File: config.mk
export PLATFORM = sky130hd
export DESIGN_NAME = jsfh_queue
export DESIGN_NICKNAME = d
export VERILOG_FILES = /design/src/design/jsfh_pkg.sv /design/src/design/jsfh_queue.sv
export SDC_FILE = /design/constraint.sdc
export NUM_CORES = 1
export LEC_CHECK = 0
export ABC_AREA = 1
export BUFFER_PORTS_ARGS = -buffer_cell sky130_fd_sc_hd__buf_4
export CORE_MARGIN = 2
export CORE_UTILIZATION = 56
export DETAILED_ROUTE_END_ITERATION = 8
export PLACE_DENSITY = 0.85
export SYNTH_ARGS = -nofsm -noshare
export SYNTH_HDL_FRONTEND = slang
export SYNTH_SLANG_ARGS = --single-unit
File: constraint.sdc
create_clock -name clk -period 1.8 [get_ports clk]
set_input_delay 0.27 -clock clk [delete_from_list [all_inputs] [get_ports clk]]
set_output_delay 0.27 -clock clk [all_outputs]
set_load 0.005 [all_outputs]
File: src/design/jsfh_pkg.sv
`timescale 1ns / 1ps
`default_nettype none
package jsfh_pkg;

  localparam int CNT_W       = 7;
  localparam int ALLELE_W    = 64;
  localparam int BIN_W       = 32;
  localparam int CFG_W       = 7;
  localparam int CFG_IDX_W   = 1;
  localparam int CHUNK_W     = 8;
  localparam int CHUNKS      = ALLELE_W / CHUNK_W;
  localparam int CHUNK_CNT_W = 4;

  localparam logic CMD_TALLY = 1'b0;
  localparam logic CMD_READ  = 1'b1;

  localparam logic [CFG_IDX_W-1:0] CFG_POP1 = 1'd0;
  localparam logic [CFG_IDX_W-1:0] CFG_POP2 = 1'd1;

  localparam logic [CNT_W-1:0] SIZE_RESET = 7'd64;
  localparam logic [BIN_W-1:0] BIN_MAX    = '1;

  typedef struct packed {
    logic             cmd;
    logic             ok;
    logic [CNT_W-1:0] row;
    logic [CNT_W-1:0] col;
  } jsfh_item_t;

  function automatic logic [ALLELE_W-1:0] low_mask(input logic [CNT_W-1:0] size);
    logic [ALLELE_W-1:0] m;
    m = '0;
    for (int k = 0; k < ALLELE_W; k++) begin
      m[k] = (CNT_W'(k) < size);
    end
    return m;
  endfunction

  function automatic logic [CHUNK_CNT_W-1:0] popcnt8(input logic [CHUNK_W-1:0] v);
    logic [CHUNK_CNT_W-1:0] n;
    n = '0;
    for (int k = 0; k < CHUNK_W; k++) begin
      n = n + CHUNK_CNT_W'(v[k]);
    end
    return n;
  endfunction

endpackage
`default_nettype wire

File: src/design/jsfh_queue.sv
`timescale 1ns / 1ps
`default_nettype none
module jsfh_queue
  import jsfh_pkg::*;
#(
  parameter int DEPTH = 4,
  localparam int AW = (DEPTH > 1) ? $clog2(DEPTH) : 1
) (
  input  wire logic        clk,
  input  wire logic        rst,
  input  wire logic        push_valid,
  output logic             push_ready,
  input  jsfh_item_t       push_item,
  output logic             pop_valid,
  input  wire logic        pop_ready,
  output jsfh_item_t       pop_item
);

  jsfh_item_t   slots [DEPTH];
  logic [AW-1:0] wr_ptr;
  logic [AW-1:0] rd_ptr;
  logic [AW:0]   count;
  logic          push;
  logic          pop;

  assign push_ready = (count != (AW+1)'(DEPTH));
  assign pop_valid  = (count != '0);
  assign pop_item   = slots[rd_ptr];
  assign push       = push_valid && push_ready;
  assign pop        = pop_valid && pop_ready;

  always_ff @(posedge clk) begin
    if (rst) begin
      wr_ptr <= '0;
      rd_ptr <= '0;
      count  <= '0;
    end else begin
      if (push) begin
        wr_ptr <= (wr_ptr == AW'(DEPTH - 1)) ? '0 : wr_ptr + 1'b1;
      end
      if (pop) begin
        rd_ptr <= (rd_ptr == AW'(DEPTH - 1)) ? '0 : rd_ptr + 1'b1;
      end
      if (push && !pop) begin
        count <= count + 1'b1;
      end else if (pop && !push) begin
        count <= count - 1'b1;
      end
    end
  end

  always_ff @(posedge clk) begin
    if (push) begin
      slots[wr_ptr] <= push_item;
    end
  end

endmodule
`default_nettype wire

* Word level (Yosys, flattened, before mapping)
Memories as Yosys holds them, arrays and structs flattened. A register that Yosys moved wholly into a read port is not among the register bits.
Cells that the tools add are included.
W data, S select, Z words.
** Operators by class
- Reduce and logical (&&, ||, !) cells :: 8
- Equal/unequal tests :: 3
- Multipliers :: 0
- Divide/modulo/power cells :: 0
- Add/subtract/negate cells :: 4
- Shift operators :: 0
- Bitwise gates (word level) :: 0
- Muxes and demuxes :: 8
- $lt $le $gt $ge :: 0
** Operator list (count)
- $mux W2 :: 4
- $mux W3 :: 2
- $add A2 B1 Y2 const B :: 2
- $eq A2 B2 Y1 const B :: 2
- $logic_and A1 B1 Y1 :: 4
- $add A3 B1 Y3 const B :: 1
- $ne A3 B3 Y1 const B :: 1
- $reduce_bool A3 Y1 :: 1
- $sub A3 B1 Y3 const B :: 1
- $logic_not A1 Y1 :: 2
- $mux W1 :: 2
- $reduce_bool A2 Y1 :: 1
** Word-level totals
- Bits in writable memories :: 64
- Bits in read-only memories :: 0
- Output and inout bits :: 18
- Latch bits :: 0
- Memories kept :: 1
- Bits in registers :: 7
** Memories
- slots :: words 4, width 16, read ports 1, clocked after memory_dff 1, write ports 1, line jsfh_queue.sv:19 : jsfh_item_t slots [DEPTH];

* Depth between registers and ports, before layout
- Word-level depth :: 6
- Mapped depth :: 13
- Gate-level depth less buffers :: 13

* Worst setup path after synthesis
OpenSTA, ideal clock, no wires.
- Kind :: reg-to-reg
- Start point :: register count[0]
- End point :: memory slots[0][0] (netlist name) (enable)
- Arrival :: 1.339 ns
- Setup slack :: 0.073 ns
- Required time :: 1.411 ns
- Path buffers :: 0
- Cell stages (with the launch flop) :: 5
- Cells stage by stage :: dfxtp_1 > nor2_2 > nand2_2 > nand2_2 > nor2_1
** Between the ends
- Longest elaborated chain between the ends :: 4
** RTL lines
- start, declared :: line jsfh_queue.sv:22 : logic [AW:0] count;
- start signal, assigned :: line jsfh_queue.sv:45 : count <= count + 1'b1;
- start signal, assigned :: line jsfh_queue.sv:47 : count <= count - 1'b1;
- $ne A3 B3 Y1 :: line jsfh_queue.sv:26 : assign push_ready = (count != (AW+1)'(DEPTH));
- named net push_ready :: line jsfh_queue.sv:12 : output logic push_ready,
- $logic_and A1 B1 Y1 :: line jsfh_queue.sv:29 : assign push = push_valid && push_ready;
- $mux W1 :: line jsfh_queue.sv:53 : if (push) begin
- $mux W1 (not written as such) :: line jsfh_queue.sv:54 : slots[wr_ptr] <= push_item;
- end, declared :: line jsfh_queue.sv:19
The timed path passes the listed nets, and every way through them passes these cells.

* Final worst setup path
- Start point :: register count[0]
- End point :: register count[2]
** Between the ends
- Longest elaborated chain between the ends :: 5
- Elaborated cells between the ends (all ways) :: 13
- Those cells by class :: add/sub: 2; eq/ne: 1; mux: 2; reduce/logical: 8
** RTL lines
- branches (longest 5 deep; another with $sub A3 B1 Y3)
Parallel ways; which one is timed is not known. The select of a mux whose other input is x is not followed.
A chain may end at the register's enable or synchronous reset.

==> impl_metrics.env <==
export IMPL_status="finished clean"
export IMPL_relSlewSlack=0.829
export IMPL_drv_slew=0
export IMPL_holdPathEnd="count[0]$_SDFFE_PP0P_"
export IMPL_maxClockFrequency_ghz=0.584
export IMPL_clock_skew_ns=0.0103
export IMPL_crit_start="count[0]$_SDFFE_PP0P_"
export IMPL_worst_hold_slack_ns=0.0717
export IMPL_wl_per_cell_microns=15.1
export IMPL_nets=299
export IMPL_crit_type="reg -> reg"
export IMPL_start_util=0.575
export IMPL_setup_viol=0
export IMPL_dp_cells=331
export IMPL_final_common_cell="edfxtp_1"
export IMPL_critical_path_arrival_ns=2.00
export IMPL_worst_pin_slew_ns=0.257
export IMPL_antenna_found_initial=0
export IMPL_worstRegToRegCells=11
export IMPL_grt_max_degree=23
export IMPL_yosys_register_bits=73
export IMPL_finalNonFillerCells=347
export IMPL_hp_class="in -> reg"
export IMPL_worstReg2RegEnd="count[2]$_SDFFE_PP0P_"
export IMPL_worstPathMaxFanout=4
export IMPL_regArea_sq_um=2110
export IMPL_cts_sinks=73
export IMPL_power_density_nw_per_um2=1410
export IMPL_hold_violations=0
export IMPL_endpoint_kind="register"
export IMPL_worstPathRequired_ns=2.09
export IMPL_setup_tns_final_ns=0
export IMPL_grt_overflow_total=0
export IMPL_port_buffers=37
export IMPL_dp_hpwl_microns=3330
export IMPL_ys_flop_type="edfxtp_1"
export IMPL_pre_cts_slack_ns=0.0490
export IMPL_hold_path_depth=2
export IMPL_ys_top_cells_by_area="edfxtp_1, dfxtp_1, nor2_1"
export IMPL_syn_num_nets=250
export IMPL_rows=26
export IMPL_drt_iter0_markers=109
export IMPL_drive_gt1_frac=0.285
export IMPL_insertedDiodeCount=0
export IMPL_crit_path_start_kind="register"
export IMPL_dieWidth_microns=76.2
export IMPL_cap_violations=0
export IMPL_num_vias=1813
export IMPL_synthArstFlopShare=0
export IMPL_total_power_mw=4.94
export IMPL_first_pass_iters=4
export IMPL_yosysSeqAreaShare=0.721
export IMPL_synth_top_area_cell="edfxtp_1"
export IMPL_synth_cells=223
export IMPL_postLayoutCoreUtil=0.692
export IMPL_routabilityCongestion=0.720
export IMPL_final_cell_mix="edfxtp_1, nor2_1, buf_4"
export IMPL_drc=0
export IMPL_track_usage=0.194
export IMPL_finalCritPeriodShare=0.952
export IMPL_post_cts_buffers=0
export IMPL_p_leak_nw=1.33
export IMPL_synth_cell_types=23
export IMPL_rrSetupSlack_ns=0.09
export IMPL_root_buffer="clkbuf_8"
export IMPL_core_sq_um=5070
export IMPL_final_area_sq_um=3510
export IMPL_rr_startpoint="count[0]$_SDFFE_PP0P_"
export IMPL_nFillCells=359
export IMPL_postSynthAreaPerCell_sq_um=13.1
export IMPL_hp_start="rst"
export IMPL_synth_edf_count=64
export IMPL_clockBufferDepth=2
export IMPL_syn_area_sq_um=2920
export IMPL_yosysWarningCount=0
export IMPL_setup_ws_ns=0.0870
export IMPL_grt_pass1_wl_microns=8450
export IMPL_drtAntennaViolNets=0
export IMPL_clock_latency_ns=0.34
export IMPL_cts_buffers_inserted=9
export IMPL_grt_pass1_vias=1838
export IMPL_via_per_inst=5.22
export IMPL_multi_input_area_sq_um=692
export IMPL_rsz0062_at_grt="yes"
export IMPL_cts_hold_buffers=0
export IMPL_clk_pin_slew_ns=0.08
export IMPL_syn_to_final_growth_pct=20.3
export IMPL_wl_microns=5220
export IMPL_post_dp_cell_area_sq_um=3310
export IMPL_cts_tree="yes"
export IMPL_cts_max_level=3
export IMPL_finalCriticalPeriod_ns=1.71
export IMPL_ir_worst_vdd_uv=774
export IMPL_ioPinCount=38
export IMPL_die_h_microns=76.2
export IMPL_dieArea_sq_um=5800
export IMPL_synthDominantCellAreaShare=0.659
-- area by class of cell --
class	instances	share of cell area
Multi-Input combinational cell	126	0.197
Clock inverter	7	0.0135
Clock buffer	9	0.0353
Timing Repair Buffer	46	0.110
Inverter	16	0.0185
Tap cell	70	0.0250
Sequential cell	73	0.600
-- sequential cells by signal (all words and copies together), names as in the netlist, named ones only --
register / count
count: 3
rd_ptr: 2
slots: 64
wr_ptr: 2
-- worst max-delay path by stage --
stage | to | slack [ns] | depth (start not counted)
after floorplan | slots[0][0]$_DFFE_PP_ | 0.07 | 4
after global placement | count[2]$_SDFFE_PP0P_ | 0.12 | 12
after detailed placement | count[2]$_SDFFE_PP0P_ | 0.05 | 11
after CTS | pop_item[15] | 0.01 | 5
after global routing | count[2]$_SDFFE_PP0P_ | -0.02 | 12
final | count[2]$_SDFFE_PP0P_ | 0.09 | 11
-- repair_timing --
item                                    CTS  global route
resized for setup                         1            11
cloned                                    0             0
endpoints found under the setup margin   13            10
pin swaps                                 0             1
hold endpoints to repair                  0             0
-- logic make-up (layout without fill, tap and decap cells) --
| kind of cell | Yosys count | in the layout | share of synthesized area |
|---|---|---|---|
| adders and majority gates | 7 | 7 | 0.0326 |
| buffers and inverters | 24 | 78 | 0.0455 |
| xor gates and xnor gates | 1 | 1 | 0.00300 |
| AOI/OAI and AO/OA | 51 | 51 | 0.105 |
| and+or+nand+nor | 67 | 67 | 0.0935 |
| DFF | 73 | 73 | 0.721 |
-- synthesized netlist by cell type (all sizes together) (2+ instances only) --
cell     n
nor2    49
edfxtp  64
o22ai   16
inv     16
dfxtp    9
nand2   14
a21oi    2
buf      8
o21ai   33
ha       6
nand3b   2
-- power breakdown --
| part | leakage (nW) | switching [mW] | internal [mW] |
|---|---|---|---|
| Clock | 0.0866 | 0.598 | 0.496 |
| Sequential | 0.662 | 0.138 | 2.09 |
| Combinational | 0.577 | 0.863 | 0.760 |
| Total | 1.33 | 1.60 | 3.34 |
-- critical path, cell delays in order, from the launching register on --
cell and delay (ns):
dfxtp_2 0.36, nor2_4 0.13, nand2_2 0.09, nand2_2 0.09, ha_2 0.18, inv_1 0.06, fa_1 0.38, nand2_1 0.10
nand3_1 0.08, nand2_1 0.07, inv_1 0.04, nor2_1 0.09
-- metal layers --
layer  vias to the layer above  part of all wire  global-route usage
met3                        12             0.052              0.0604
li1                        896                 -                   -
met4                         0             0.021              0.0855
met5                         -                 0                   0
met2                        41              0.52               0.338
met1                       864              0.40               0.220
Note: power is estimated with default switching activity, not from simulation.
