===== config.mk =====
export PLATFORM = sky130hd
export DESIGN_NAME = jsfh_front_flat
export DESIGN_NICKNAME = d
export VERILOG_FILES = /design/src/design/jsfh_pkg.sv /design/src/design/jsfh_in_if.sv /design/src/design/jsfh_front.sv /design/src/flat_wrapper.sv
export SDC_FILE = /design/constraint.sdc
export NUM_CORES = 1
export LEC_CHECK = 0
export BUFFER_PORTS_ARGS = -buffer_cell sky130_fd_sc_hd__buf_2
export CAP_MARGIN = 40
export CORE_ASPECT_RATIO = 1.75
export CORE_UTILIZATION = 28
export CTS_BUF_LIST = sky130_fd_sc_hd__clkbuf_4
export DETAILED_ROUTE_END_ITERATION = 8
export PLACE_DENSITY_LB_ADDON = 0.08
export SKIP_LAST_GASP = 1
export SYNTH_ARGS = -nofsm -noshare
export SYNTH_HDL_FRONTEND = slang
export SYNTH_SLANG_ARGS = --single-unit

===== constraint.sdc =====
create_clock -name clk -period 7.8 [get_ports clk]
set_input_delay 0.78 -clock clk [delete_from_list [all_inputs] [get_ports clk]]
set_output_delay 0.78 -clock clk [all_outputs]
set_load 0.02 [all_outputs]

===== src/design/jsfh_pkg.sv =====
`timescale 1ns / 1ps
`default_nettype none
package jsfh_pkg;

  localparam int CNT_W       = 7;
  localparam int ALLELE_W    = 64;
  localparam int BIN_W       = 32;
  localparam int CFG_W       = 7;
  localparam int CFG_IDX_W   = 1;
  localparam int CHUNK_W     = 8;
  localparam int CHUNKS      = ALLELE_W / CHUNK_W;
  localparam int CHUNK_CNT_W = 4;

  localparam logic CMD_TALLY = 1'b0;
  localparam logic CMD_READ  = 1'b1;

  localparam logic [CFG_IDX_W-1:0] CFG_POP1 = 1'd0;
  localparam logic [CFG_IDX_W-1:0] CFG_POP2 = 1'd1;

  localparam logic [CNT_W-1:0] SIZE_RESET = 7'd64;
  localparam logic [BIN_W-1:0] BIN_MAX    = '1;

  typedef struct packed {
    logic             cmd;
    logic             ok;
    logic [CNT_W-1:0] row;
    logic [CNT_W-1:0] col;
  } jsfh_item_t;

  function automatic logic [ALLELE_W-1:0] low_mask(input logic [CNT_W-1:0] size);
    logic [ALLELE_W-1:0] m;
    m = '0;
    for (int k = 0; k < ALLELE_W; k++) begin
      m[k] = (CNT_W'(k) < size);
    end
    return m;
  endfunction

  function automatic logic [CHUNK_CNT_W-1:0] popcnt8(input logic [CHUNK_W-1:0] v);
    logic [CHUNK_CNT_W-1:0] n;
    n = '0;
    for (int k = 0; k < CHUNK_W; k++) begin
      n = n + CHUNK_CNT_W'(v[k]);
    end
    return n;
  endfunction

endpackage
`default_nettype wire


===== src/design/jsfh_in_if.sv =====
`timescale 1ns / 1ps
`default_nettype none
interface jsfh_in_if
  import jsfh_pkg::*;
();
  logic                valid;
  logic                ready;
  logic                cmd;
  logic [ALLELE_W-1:0] pop1_alleles;
  logic [ALLELE_W-1:0] pop2_alleles;
  logic [CNT_W-1:0]    read_row;
  logic [CNT_W-1:0]    read_col;

  modport source (output valid, cmd, pop1_alleles, pop2_alleles, read_row, read_col,
                  input ready);
  modport sink (input valid, cmd, pop1_alleles, pop2_alleles, read_row, read_col,
                output ready);
endinterface
`default_nettype wire


===== src/design/jsfh_front.sv =====
`timescale 1ns / 1ps
`default_nettype none
module jsfh_front
  import jsfh_pkg::*;
#(
  parameter int MAX_POP_SIZE = 64
) (
  input  wire logic             clk,
  input  wire logic             rst,
  input  wire logic             busy,
  input  wire logic [CNT_W-1:0] pop1_size,
  input  wire logic [CNT_W-1:0] pop2_size,
  jsfh_in_if.sink               sites,
  output logic                  push_valid,
  input  wire logic             push_ready,
  output jsfh_item_t            push_item
);

  localparam logic [CNT_W-1:0] MAX_CNT = CNT_W'(MAX_POP_SIZE);

  logic                   f1_valid;
  logic                   f1_cmd;
  logic [CNT_W-1:0]       f1_row;
  logic [CNT_W-1:0]       f1_col;
  logic [CHUNK_CNT_W-1:0] f1_cnt1 [CHUNKS];
  logic [CHUNK_CNT_W-1:0] f1_cnt2 [CHUNKS];

  logic [CNT_W-1:0]       size1;
  logic [CNT_W-1:0]       size2;
  logic [ALLELE_W-1:0]    masked1;
  logic [ALLELE_W-1:0]    masked2;
  logic [CHUNK_CNT_W-1:0] cnt1_next [CHUNKS];
  logic [CHUNK_CNT_W-1:0] cnt2_next [CHUNKS];
  logic [CNT_W-1:0]       sum1;
  logic [CNT_W-1:0]       sum2;
  logic                   accept;

  assign sites.ready = !busy && (!f1_valid || push_ready);
  assign accept      = sites.valid && sites.ready;

  assign size1   = (pop1_size > MAX_CNT) ? MAX_CNT : pop1_size;
  assign size2   = (pop2_size > MAX_CNT) ? MAX_CNT : pop2_size;
  assign masked1 = sites.pop1_alleles & low_mask(size1);
  assign masked2 = sites.pop2_alleles & low_mask(size2);

  always_comb begin
    for (int i = 0; i < CHUNKS; i++) begin
      cnt1_next[i] = popcnt8(masked1[i*CHUNK_W +: CHUNK_W]);
      cnt2_next[i] = popcnt8(masked2[i*CHUNK_W +: CHUNK_W]);
    end
  end

  always_ff @(posedge clk) begin
    if (rst) begin
      f1_valid <= 1'b0;
    end else if (accept) begin
      f1_valid <= 1'b1;
    end else if (push_ready) begin
      f1_valid <= 1'b0;
    end
  end

  always_ff @(posedge clk) begin
    if (accept) begin
      f1_cmd  <= sites.cmd;
      f1_row  <= sites.read_row;
      f1_col  <= sites.read_col;
      f1_cnt1 <= cnt1_next;
      f1_cnt2 <= cnt2_next;
    end
  end

  always_comb begin
    sum1 = '0;
    sum2 = '0;
    for (int i = 0; i < CHUNKS; i++) begin
      sum1 = sum1 + CNT_W'(f1_cnt1[i]);
      sum2 = sum2 + CNT_W'(f1_cnt2[i]);
    end
  end

  always_comb begin
    push_item.cmd = f1_cmd;
    if (f1_cmd == CMD_TALLY) begin
      push_item.ok  = 1'b1;
      push_item.row = sum1;
      push_item.col = sum2;
    end else begin
      push_item.ok  = (f1_row <= MAX_CNT) && (f1_col <= MAX_CNT);
      push_item.row = f1_row;
      push_item.col = f1_col;
    end
  end

  assign push_valid = f1_valid;

endmodule
`default_nettype wire


===== src/flat_wrapper.sv =====
// flat-port wrapper written by rule: the top's interface ports become plain ports
module jsfh_front_flat import jsfh_pkg::*;
#(
  parameter int MAX_POP_SIZE = 64
)
  (clk, rst, busy, pop1_size, pop2_size, push_valid, push_ready, push_item, sites_valid, sites_cmd, sites_pop1_alleles, sites_pop2_alleles, sites_read_row, sites_read_col, sites_ready);
  jsfh_in_if sites_i ();
  input  wire logic clk;
  input  wire logic rst;
  input  wire logic busy;
  input  wire logic [CNT_W-1:0] pop1_size;
  input  wire logic [CNT_W-1:0] pop2_size;
  output logic push_valid;
  input  wire logic push_ready;
  output jsfh_item_t push_item;
  input wire logic [$bits(sites_i.valid)-1:0] sites_valid;
  input wire logic [$bits(sites_i.cmd)-1:0] sites_cmd;
  input wire logic [$bits(sites_i.pop1_alleles)-1:0] sites_pop1_alleles;
  input wire logic [$bits(sites_i.pop2_alleles)-1:0] sites_pop2_alleles;
  input wire logic [$bits(sites_i.read_row)-1:0] sites_read_row;
  input wire logic [$bits(sites_i.read_col)-1:0] sites_read_col;
  output wire logic [$bits(sites_i.ready)-1:0] sites_ready;
  assign sites_i.valid = sites_valid;
  assign sites_i.cmd = sites_cmd;
  assign sites_i.pop1_alleles = sites_pop1_alleles;
  assign sites_i.pop2_alleles = sites_pop2_alleles;
  assign sites_i.read_row = sites_read_row;
  assign sites_i.read_col = sites_read_col;
  assign sites_ready = sites_i.ready;
  jsfh_front #(.MAX_POP_SIZE(MAX_POP_SIZE)) u_core (.clk(clk), .rst(rst), .busy(busy), .pop1_size(pop1_size), .pop2_size(pop2_size), .sites(sites_i), .push_valid(push_valid), .push_ready(push_ready), .push_item(push_item));
endmodule

Word level (Yosys, flattened, before mapping):

Cells that the tools add are included.

* $add $sub $neg: 126
* multipliers: 0
* div/mod/pow operators: 0
* order comparisons: 132
* equal/unequal tests: 0
* shift-type cells: 0
* mux-type cells: 5
* bitwise operators: 2
* reduce and logical (&&, ||, !) cells: 7

Operator list (number)
* $lt 6x7->1 const A: 64
* $add 4x1->4: 96
* $lt 5x7->1 const A: 32
* $and 64x64->64: 2
* $lt 4x7->1 const A: 16
* $add 7x4->7: 12
* $lt 3x7->1 const A: 8
* $add 1x1->2: 16
* $lt 1x7->1 const A: 4
* $lt 2x7->1 const A: 4
* $mux 15: 1
* $gt 7x7->1 const B: 2
* $le 7x7->1 const B: 2
* $mux 7: 2
* $add 4x4->5: 2
* $logic_and 1x1->1: 3
* $logic_not 1->1: 2
* $mux 1: 2
* $reduce_bool 2->1: 1
* $logic_or 1x1->1: 1

* register bits: 80
* bits in latches: 0
* memory bits (writable): 0
* memory bits (read-only): 0
* bits of input ports: 162
* output and inout port bits: 18
* logic and storage cells: 292
* memories: 0

Logic depth before layout (Yosys ltp):

Gate-level depths: netlist of run 1.

* depth in word-level cells: 11
* depth in mapped cells: 16
* gate-level depth less buffers: 16

Worst setup path after synthesis of run 1:

OpenSTA, ideal clock, no wires.

* kind: register to output
* start: reg u_core.f1_cnt2[24] in the netlist's numbering
* end: out push_item[6] in the netlist's numbering
* data arrival time: 4600 ps
* path slack: 2420 ps
* stages on the path, launching flop included: 15
* path buffers: 0
* cells stage by stage: edfxtp_1 -> ha_1 -> fa_1 -> xor2_1 -> fa_1 -> inv_1 -> fa_1 -> fa_1 -> fa_1 -> inv_1 -> ha_1 -> a211oi_1 -> nor2_1 -> o21a_1 -> o31ai_1

RTL lines
* from (decl): RTL line jsfh_front.sv:26 `logic [CHUNK_CNT_W-1:0] f1_cnt2 [CHUNKS];`
* from (signal assigned): RTL line jsfh_front.sv:69 `f1_cnt2 <= cnt2_next;`
* to (decl): RTL line flat_wrapper.sv:15 `output jsfh_item_t push_item;`

==> results.sh, run 1 <==
export IMPL_grt_max_degree=48
export IMPL_worstMarginPinSlew_ns=0.880
export IMPL_leakage_nw=4.87
export IMPL_dr_pass1_iters=4
export IMPL_ys_flop_type="edfxtp_1"
export IMPL_path_max_fanout=3
export IMPL_worst_path_most_repeated_cell="fa_1"
export IMPL_fin_area_um2=10300
export IMPL_io_buffers=179
export IMPL_drive_gt1_share_pct=19.5
export IMPL_viasPerCell=4.56
export IMPL_path_class="reg -> out"
export IMPL_post_dp_hpwl_mm=22.4
export IMPL_routed_wl_mm=26.2
export IMPL_cts_tree="built"
export IMPL_synth_area_leaders="edfxtp_1 (27%), fa_1 (23%), ha_1 (11%)"
export IMPL_ant_nets=0
export IMPL_status="finished, final reports clean"
export IMPL_antenna_found_initial=1
export IMPL_grt_overflow=0
export IMPL_cts_sinks=80
export IMPL_peakVddDrop_mv=0.512
export IMPL_max_freq_mhz=166
export IMPL_avgSynthCellArea_um2=9.72
export IMPL_post_cts_setup_buffer_count=0
export IMPL_async_reset_ff_share_pct=0
export IMPL_yosysTopAreaCellShare_pct=26.9
export IMPL_drtIter0Drc=193
export IMPL_slew_violations=0
export IMPL_cp_top_family="adder cells"
export IMPL_wl_per_cell_um=17.9
export IMPL_grt_pass1_vias=7044
export IMPL_clk_pin_slew_ns=0.16
export IMPL_fin_tns_setup_ns=0
export IMPL_max_slew_margin_pct=41.3
export IMPL_path_cells="ha_1 -> fa_1 -> xor2_1 -> fa_1 -> inv_1 -> fa_1 -> fa_1 -> fa_1 -> inv_1 -> ha_1 -> a211oi_1 -> nor2_1 -> o21a_1 -> o31ai_1 -> buf_2"
export IMPL_fp_row_count=85
export IMPL_max_stage_delay_ns=0.57
export IMPL_initial_core_util_pct=28.6
export IMPL_fin_crit_ns=6.02
export IMPL_setup_viol=0
export IMPL_drc=0
export IMPL_ctsLongestPathBuffers=2
export IMPL_clock_latency_ns=0.52
export IMPL_cts_buffers=9
export IMPL_cts_hold_buf=0
export IMPL_die_area_um2=32200
export IMPL_endpoint_kind="primary output"
export IMPL_reg2reg_slack_ns=6.14
export IMPL_clock_skew_ns=0.0182
export IMPL_synth_distinct_cells=49
export IMPL_die_x_um=136
export IMPL_syn_cell_area_um2=8820
export IMPL_fill_cells=3305
export IMPL_ys_ff_latch=80
export IMPL_synth_most_common_cell="inv_1"
export IMPL_core_area_um2=30800
export IMPL_cp_num_buf_inv=3
export IMPL_grt_total_usage_pct=17.1
export IMPL_dr_total_vias=6664
export IMPL_area_delta_synth_final_pct=16.7
export IMPL_pin_count=180
export IMPL_period_share_pct=77.2
export IMPL_hold_path_class="in -> reg"
export IMPL_gp_congestion=0.833
export IMPL_powerDensity_nw_per_um2=304
export IMPL_cts_resized=0
export IMPL_yosysTopAreaCell="edfxtp_1"
export IMPL_post_route_util_pct=33.4
export IMPL_syn_inst=908
export IMPL_cp_data_arrival_time_ns=5.24
export IMPL_maxCapViolations=0
export IMPL_fin_nets=1408
export IMPL_cts_root_buf="clkbuf_4"
export IMPL_critPathSlowestCell="fa_1"
export IMPL_ys_seq_area_share_pct=27.1
export IMPL_die_h_um=237
export IMPL_hold_viol=0
export IMPL_ys_warnings_count=0
export IMPL_placed_area_um2=10100
export IMPL_start_kind="flop"
export IMPL_syn_nets=1250
export IMPL_synth_edf_count=79
export IMPL_ys_top_cells_by_count="inv_1 (197), fa_1 (102), edfxtp_1 (79), ha_1 (78), o21ai_0 (78)"
export IMPL_worstPathRequired_ns=7.02
export IMPL_rsz0062_at_grt="false"
export IMPL_grt_pass1_wl_mm=39.4
export IMPL_htree_levels=3
-- cells in the final DEF (no fill, tap or decap), types with 5 or more instances in the layout --
cell and instances:
inv_1 197, buf_2 179, fa_1 102, edfxtp_1 79, o21ai_0 78, ha_1 78
nand2_1 46, nor2b_1 39, o21a_1 38, nor2_1 26, a21oi_1 25, a21boi_0 22
and2_1 18, xnor2_1 18, a21o_1 14, nor3_1 13, clkbuf_4 10, nand2b_1 8
nand3_1 7, xor2_1 7, o211ai_1 5
-- worst reg2reg max path: cells and delay by family (launching register included) --
family,cells,cell delay (ns)
simple gates,2,0.26
flops,1,0.34
buf+inv,2,0.71
-- state kept, by name (all words and copies together), names as in the netlist --
name,cells
u_core.f1_row,7
u_core.f1_col,7
u_core.push_valid,1
u_core.f1_cnt1,32
u_core.f1_cmd,1
u_core.f1_cnt2,32
-- layer usage --
metal  GRT usage, %  vias up  routed length [µm]
met2           36.7      142               16500
met4           5.72        0                 557
li1               -     3267                   -
met1           15.1     3228                8280
met3           2.53       27                 839
met5              0        -                   0
-- cells by family after synthesis --
family | after synthesis | share of synthesized area, %
buffers and inverters | 233 | 10.2
AOI/OAI and AO/OA | 202 | 14.4
and+or+nand+nor | 182 | 10.8
adders and majority gates | 180 | 34.2
DFF | 80 | 27.1
xor gates and xnor gates | 25 | 2.48
muxes | 6 | 0.737
-- stage by stage --
stage               setup slack (ns)  cells  hold slack (ns)  power (W)
finish                          1.78   1463            0.397    0.00313
global route                    1.51   1463            0.333    0.00351
CTS                             1.62   1462            0.309    0.00325
detailed placement              2.30   1446            0.471    0.00289
global placement                2.33   1445            0.458    0.00287
floorplan                       2.42    908            0.544    0.00220
-- path summary, 6_finish.rpt --
| check | startpoint | end | cells after the start |
|---|---|---|---|
| hold / removal | rst | u_core.push_valid$_SDFFE_PP0P_ | 2 |
| hold reg to reg | u_core.push_valid$_SDFFE_PP0P_ | u_core.push_valid$_SDFFE_PP0P_ | 2 |
| setup / recovery | u_core.f1_cnt2[24]$_DFFE_PP_ | push_item[6] | 15 |
| setup reg to reg | u_core.push_valid$_SDFFE_PP0P_ | u_core.f1_cnt2[19]$_DFFE_PP_ | 4 |
-- layout make-up --
class / instances / area, µm² / share of cell area [%]
diodes: 1 / 2.50 / 0.0243
well taps: 391 / 489 / 4.75
repair buffers: 183 / 946 / 9.19
clock inverters: 6 / 115 / 1.12
inverters: 197 / 739 / 7.18
clock buffers: 10 / 75.1 / 0.729
flip-flops and latches: 80 / 2390 / 23.2
multi-input cells: 595 / 5540 / 53.8
-- report_power, final --
part,leakage [nW],internal [W],switching [W]
Combinational,4.03,0.000937,0.00128
Clock,0.0976,0.000168,0.000171
Sequential,0.741,0.000556,0.0000232
Total,4.87,0.00166,0.00147
Power figures use the tool's default switching activity.
==> run 2, diff against run 1 <==
- clock period: 7.8 -> 5.24 ns (I/O delays scaled with it)
==> run 2 against run 1 <==
Net effect: the run now ends with setup timing left; sequential cell count stayed put; non-clock buffer count grew 20; wire length is 1.4% higher; register-to-register slack worse by 2.6 ns; via count up 0.98%; clock skew rose by 0.012 ns; combinational power increased by 81%; die area unchanged; clock power rose by 35%; worst hold slack worse by 0.27 ns; highest routed layer unchanged.
==> results.sh, run 2 (synthesis results as in run 1) <==
export IMPL_status="complete, but fails checks"
export IMPL_violations="setup timing"
export IMPL_fin_nets=1428
export IMPL_max_slew_margin_pct=56.7
export IMPL_drtIter0Drc=205
export IMPL_io_buffers=179
export IMPL_path_class="reg -> out"
export IMPL_htree_levels=3
export IMPL_drive_gt1_share_pct=23.4
export IMPL_endpoint_kind="primary output"
export IMPL_gp_congestion=0.859
export IMPL_setup_viol=7
export IMPL_grt_pass1_vias=7197
export IMPL_path_max_fanout=2
export IMPL_cts_root_buf="clkbuf_4"
export IMPL_core_area_um2=30800
export IMPL_slew_violations=0
export IMPL_cp_data_arrival_time_ns=4.91
export IMPL_power_w=0.00531
export IMPL_drc=0
export IMPL_viasPerCell=4.54
export IMPL_antenna_found_initial=1
export IMPL_hold_path_class="in -> reg"
export IMPL_cts_hold_buf=0
export IMPL_maxCapViolations=0
export IMPL_clk_pin_slew_ns=0.16
export IMPL_reg2reg_depth=4
export IMPL_worstPathRequired_ns=4.72
export IMPL_area_delta_synth_final_pct=20.2
export IMPL_fp_row_count=85
export IMPL_fin_crit_ns=5.43
export IMPL_final_setup_worst_slack_ns=-0.195
export IMPL_peakVddDrop_mv=0.942
export IMPL_wl_per_cell_um=17.9
export IMPL_routed_wl_mm=26.6
export IMPL_die_h_um=237
export IMPL_largestRegisters="u_core.f1_cnt1 x32, u_core.f1_cnt2 x32"
export IMPL_grt_pass1_wl_mm=39.7
export IMPL_cts_buffers=9
export IMPL_die_x_um=136
export IMPL_rsz0062_at_grt="true"
export IMPL_cts_sinks=80
export IMPL_die_area_um2=32200
export IMPL_powerDensity_nw_per_um2=500
export IMPL_reg2reg_to="u_core.f1_cnt2[15]$_DFFE_PP_"
export IMPL_post_dp_hpwl_mm=22.7
export IMPL_grt_max_degree=48
export IMPL_r2r_start="u_core.push_valid$_SDFFE_PP0P_"
export IMPL_final_cell_mix="inv_1 (195), buf_2 (172), fa_1 (98), edfxtp_1 (79), o21ai_0 (73)"
export IMPL_dr_pass1_iters=6
export IMPL_leakage_nw=4.98
export IMPL_initial_core_util_pct=28.6
export IMPL_hold_viol=0
export IMPL_hold_start="rst"
export IMPL_clock_latency_ns=0.52
export IMPL_ctsLongestPathBuffers=2
export IMPL_hold_end="u_core.push_valid$_SDFFE_PP0P_"
export IMPL_period_share_pct=104
export IMPL_cts_tree="built"
export IMPL_ant_nets=0
export IMPL_max_freq_mhz=184
export IMPL_reg2reg_slack_ns=3.58
export IMPL_clock_skew_ns=0.0305
export IMPL_start_kind="flop"
export IMPL_dr_total_vias=6729
export IMPL_final_common_cell="inv_1"
export IMPL_pin_count=180
export IMPL_worstMarginPinSlew_ns=0.647
export IMPL_fin_tns_setup_ns=-0.750
export IMPL_holdPathStages=2
export IMPL_grt_overflow=0
export IMPL_grt_total_usage_pct=17.1
export IMPL_fill_cells=3280
==> run 2: stage by stage <==
| stage | std cells | hold WS [ns] | util, % | setup WS [ns] | cell area, µm² |
|---|---|---|---|---|---|
| 2_1_floorplan | 908 | 0.544 | - | 0.116 | 8820 |
| 3_3_place_gp | 1459 | 0.458 | 33.0 | 0.117 | 10200 |
| 3_5_place_dp | 1460 | 0.470 | 33.1 | 0.0891 | 10200 |
| 4_1_cts | 1480 | 0.0617 | 34.1 | -0.305 | 10500 |
| 5_1_grt | 1483 | 0.0900 | 34.4 | -0.464 | 10600 |
| 6_report | 1483 | 0.131 | 34.4 | -0.195 | 10600 |
==> run 2: final cells by class <==
| cell class | instances | area, µm² | area share [%] |
|---|---|---|---|
| multi-input combinational | 595 | 5680 | 53.5 |
| sequential | 80 | 2390 | 22.6 |
| timing repair buffer | 203 | 1130 | 10.7 |
| inverter | 197 | 739 | 6.97 |
| tap | 391 | 489 | 4.61 |
| clock inverter | 6 | 93.8 | 0.885 |
| clock buffer | 10 | 75.1 | 0.708 |
| antenna | 1 | 2.50 | 0.0236 |
==> run 2: critical path: stages, from the launching register on <==
cell and delay, ns:
edfxtp_1 0.40, ha_2 0.22, fa_2 0.36, xor2_1 0.17, fa_1 0.49, inv_1 0.05, fa_1 0.52, fa_1 0.43
fa_1 0.54, inv_1 0.05, ha_1 0.26, a21o_1 0.14, nand4_1 0.13, and3_1 0.18, a221oi_2 0.25, buf_4 0.18
==> run 2: report_power, final <==
part,internal (W),leakage [nW],switching [W]
registers,0.000827,0.741,0.0000320
logic,0.00186,4.15,0.00212
clock network,0.000201,0.0872,0.000257
total,0.00289,4.98,0.00241
==> run 2: worst max-delay path by stage <==
stage,start,to,cells past startpoint,slack (ns)
after detailed placement,u_core.f1_cnt1[24]$_DFFE_PP_,push_item[13],15,0.09
after global routing,u_core.f1_cnt1[24]$_DFFE_PP_,push_item[13],15,-0.46
after floorplan,u_core.f1_cnt2[24]$_DFFE_PP_,push_item[6],14,0.12
after global placement,u_core.f1_cnt2[24]$_DFFE_PP_,push_item[6],15,0.12
final,u_core.f1_cnt1[28]$_DFFE_PP_,push_item[13],15,-0.19
after CTS,u_core.f1_cnt1[28]$_DFFE_PP_,push_item[13],15,-0.31
==> run 2: routing by layer <==
layer | vias up | track usage (%) | share of wire (%)
li1 | 3303 | - | -
met5 | - | 0 | 0
met1 | 3267 | 15.3 | 32
met3 | 24 | 1.95 | 2.6
met4 | 0 | 5.56 | 1.9
met2 | 135 | 37.0 | 63
==> run 2: repair_timing <==
action | 4_1_cts | 5_1_grt
setup buffers | 4 | 1
pin swaps | 27 | 8
endpoints found under the setup margin | 10 | 9
resized for setup | 27 | 13
gates cloned | 0 | 0
==> run 3, diff against run 2 <==
- RECOVER_POWER: unset -> 100
- SETUP_SLACK_MARGIN: unset -> 0.3
==> run 3 against run 2 <==
Net effect: the flow finishes with violations (capacitance limit, slew limit, setup timing); cell count about the same; critical path type unchanged; clock power decreased by 22%; wire length decreased by 0.61%; cell area is 1.1% lower; critical endpoint is now push_item[12].
==> results.sh, run 3 (synthesis results as in run 1) <==
export IMPL_clock_latency_ns=0.51
export IMPL_slew_violations=33
export IMPL_max_slew_margin_pct=-17.9
export IMPL_ant_nets=0
export IMPL_gr_usage_met2_pct=36.2
export IMPL_wl_per_cell_um=17.8
export IMPL_cts_sinks=80
export IMPL_fin_tns_setup_ns=-0.750
export IMPL_dr_pass1_iters=4
export IMPL_status="complete, but fails checks"
export IMPL_drtIter0Drc=157
export IMPL_clock_skew_ns=0.0253
export IMPL_antenna_found_initial=1
export IMPL_hold_viol=0
export IMPL_path_class="reg -> out"
export IMPL_grt_pass1_wl_mm=39.1
export IMPL_final_cells=1484
export IMPL_peakVddDrop_mv=0.868
export IMPL_endpoint_kind="primary output"
export IMPL_use_met3_pct=2.18
export IMPL_rsz0062_at_grt="true"
export IMPL_start_kind="flop"
export IMPL_dr_total_vias=6706
export IMPL_whs_ns=0.143
export IMPL_largestRegisters="u_core.f1_cnt1 x32, u_core.f1_cnt2 x32"
export IMPL_hold_path_class="in -> reg"
export IMPL_clk_pin_slew_ns=0.15
export IMPL_path_max_fanout=2
export IMPL_cts_root_buf="clkbuf_4"
export IMPL_period_share_pct=103
export IMPL_grt_max_degree=33
export IMPL_die_h_um=237
export IMPL_use_met1_pct=15.3
export IMPL_grt_overflow=0
export IMPL_htree_levels=3
export IMPL_drive_gt1_share_pct=22.0
export IMPL_fill_cells=3275
export IMPL_final_setup_worst_slack_ns=-0.169
export IMPL_routed_wl_mm=26.4
export IMPL_fin_crit_ns=5.41
export IMPL_power_w=0.00520
export IMPL_maxCapViolations=1
export IMPL_pin_count=180
export IMPL_die_x_um=136
export IMPL_grt_total_usage_pct=17.0
export IMPL_drc=0
export IMPL_placed_cells=1455
export IMPL_worstMarginPinSlew_ns=1.77
export IMPL_leakage_nw=4.91
export IMPL_gp_congestion=0.821
export IMPL_core_area_um2=30800
export IMPL_worstPathRequired_ns=4.72
export IMPL_final_common_cell="inv_1"
export IMPL_grt_pass1_vias=7137
export IMPL_setup_viol=6
export IMPL_post_dp_hpwl_mm=22.6
export IMPL_die_area_um2=32200
export IMPL_cp_data_arrival_time_ns=4.89
export IMPL_regArea_um2=2390
export IMPL_fp_row_count=85
export IMPL_viasPerCell=4.52
export IMPL_violations="capacitance limit, slew limit, setup timing"
export IMPL_fin_nets=1429
export IMPL_io_buffers=179
export IMPL_final_cell_mix="inv_1 (196), buf_2 (162), fa_1 (98), edfxtp_1 (79)"
export IMPL_max_freq_mhz=185
export IMPL_multi_input_area_um2=5650
export IMPL_busiest_layer="met2"
export IMPL_cts_buffers=9
export IMPL_cts_tree="built"
export IMPL_ctsLongestPathBuffers=2
export IMPL_initial_core_util_pct=28.6
export IMPL_area_delta_synth_final_pct=18.9
export IMPL_powerDensity_nw_per_um2=496
## run 3: worst paths after layout
check	startpoint	end	slack [ns]	depth (start not counted)
worst max-delay path	u_core.f1_cnt1[28]$_DFFE_PP_	push_item[12]	-0.17	15
worst min-delay path	rst	u_core.push_valid$_SDFFE_PP0P_	0.14	2
worst max register to register	u_core.push_valid$_SDFFE_PP0P_	u_core.f1_cnt2[11]$_DFFE_PP_	1.72	4
worst min register to register	u_core.push_valid$_SDFFE_PP0P_	u_core.push_valid$_SDFFE_PP0P_	0.48	2
## run 3: report_power, final
group / switching [W] / leakage (nW) / internal (W)
Sequential: 0.0000318 / 0.741 / 0.000828
Clock: 0.000258 / 0.0610 / 0.000101
Combinational: 0.00212 / 4.11 / 0.00186
Total: 0.00241 / 4.91 / 0.00279
## run 3: layer usage
metal | vias to the layer above | routed length [µm]
met5 | - | 0
met4 | 0 | 568
met3 | 29 | 772
met2 | 151 | 16500
met1 | 3209 | 8590
li1 | 3317 | -
## run 3: cell type report
type / instances / share of cell area [%]
multi-input combinational: 595 / 53.9
sequential: 80 / 22.8
timing repair buffer: 204 / 10.4
inverter: 197 / 7.05
tap: 391 / 4.66
clock buffer: 9 / 0.644
clock inverter: 7 / 0.513
antenna: 1 / 0.0239
## run 3: through the flow
step | utilization, % | setup slack, ns | instance area, µm²
2_1_floorplan | - | 0.271 | 8840
3_3_place_gp | 32.9 | 0.0865 | 10200
3_5_place_dp | 33.1 | 0.0734 | 10200
4_1_cts | 33.9 | -0.308 | 10500
5_1_grt | 34.0 | -0.439 | 10500
6_report | 34.0 | -0.169 | 10500
## run 3: what timing repair did
action	4_1_cts	5_1_grt
setup endpoints to repair	11	11
pin swaps	23	10
gates resized for setup	31	6
hold buffers	0	0
buffers inserted	7	5
## run 3: worst max-delay path: stages, from the launching register on
cell	delay (ns)
edfxtp_1	0.42
ha_2	0.22
fa_2	0.36
xor2_1	0.17
fa_1	0.48
inv_1	0.05
fa_1	0.47
fa_1	0.53
fa_1	0.43
buf_4	0.15
fa_2	0.34
nor2b_1	0.12
o21ai_1	0.10
nor3b_1	0.16
o31ai_2	0.19
buf_4	0.18
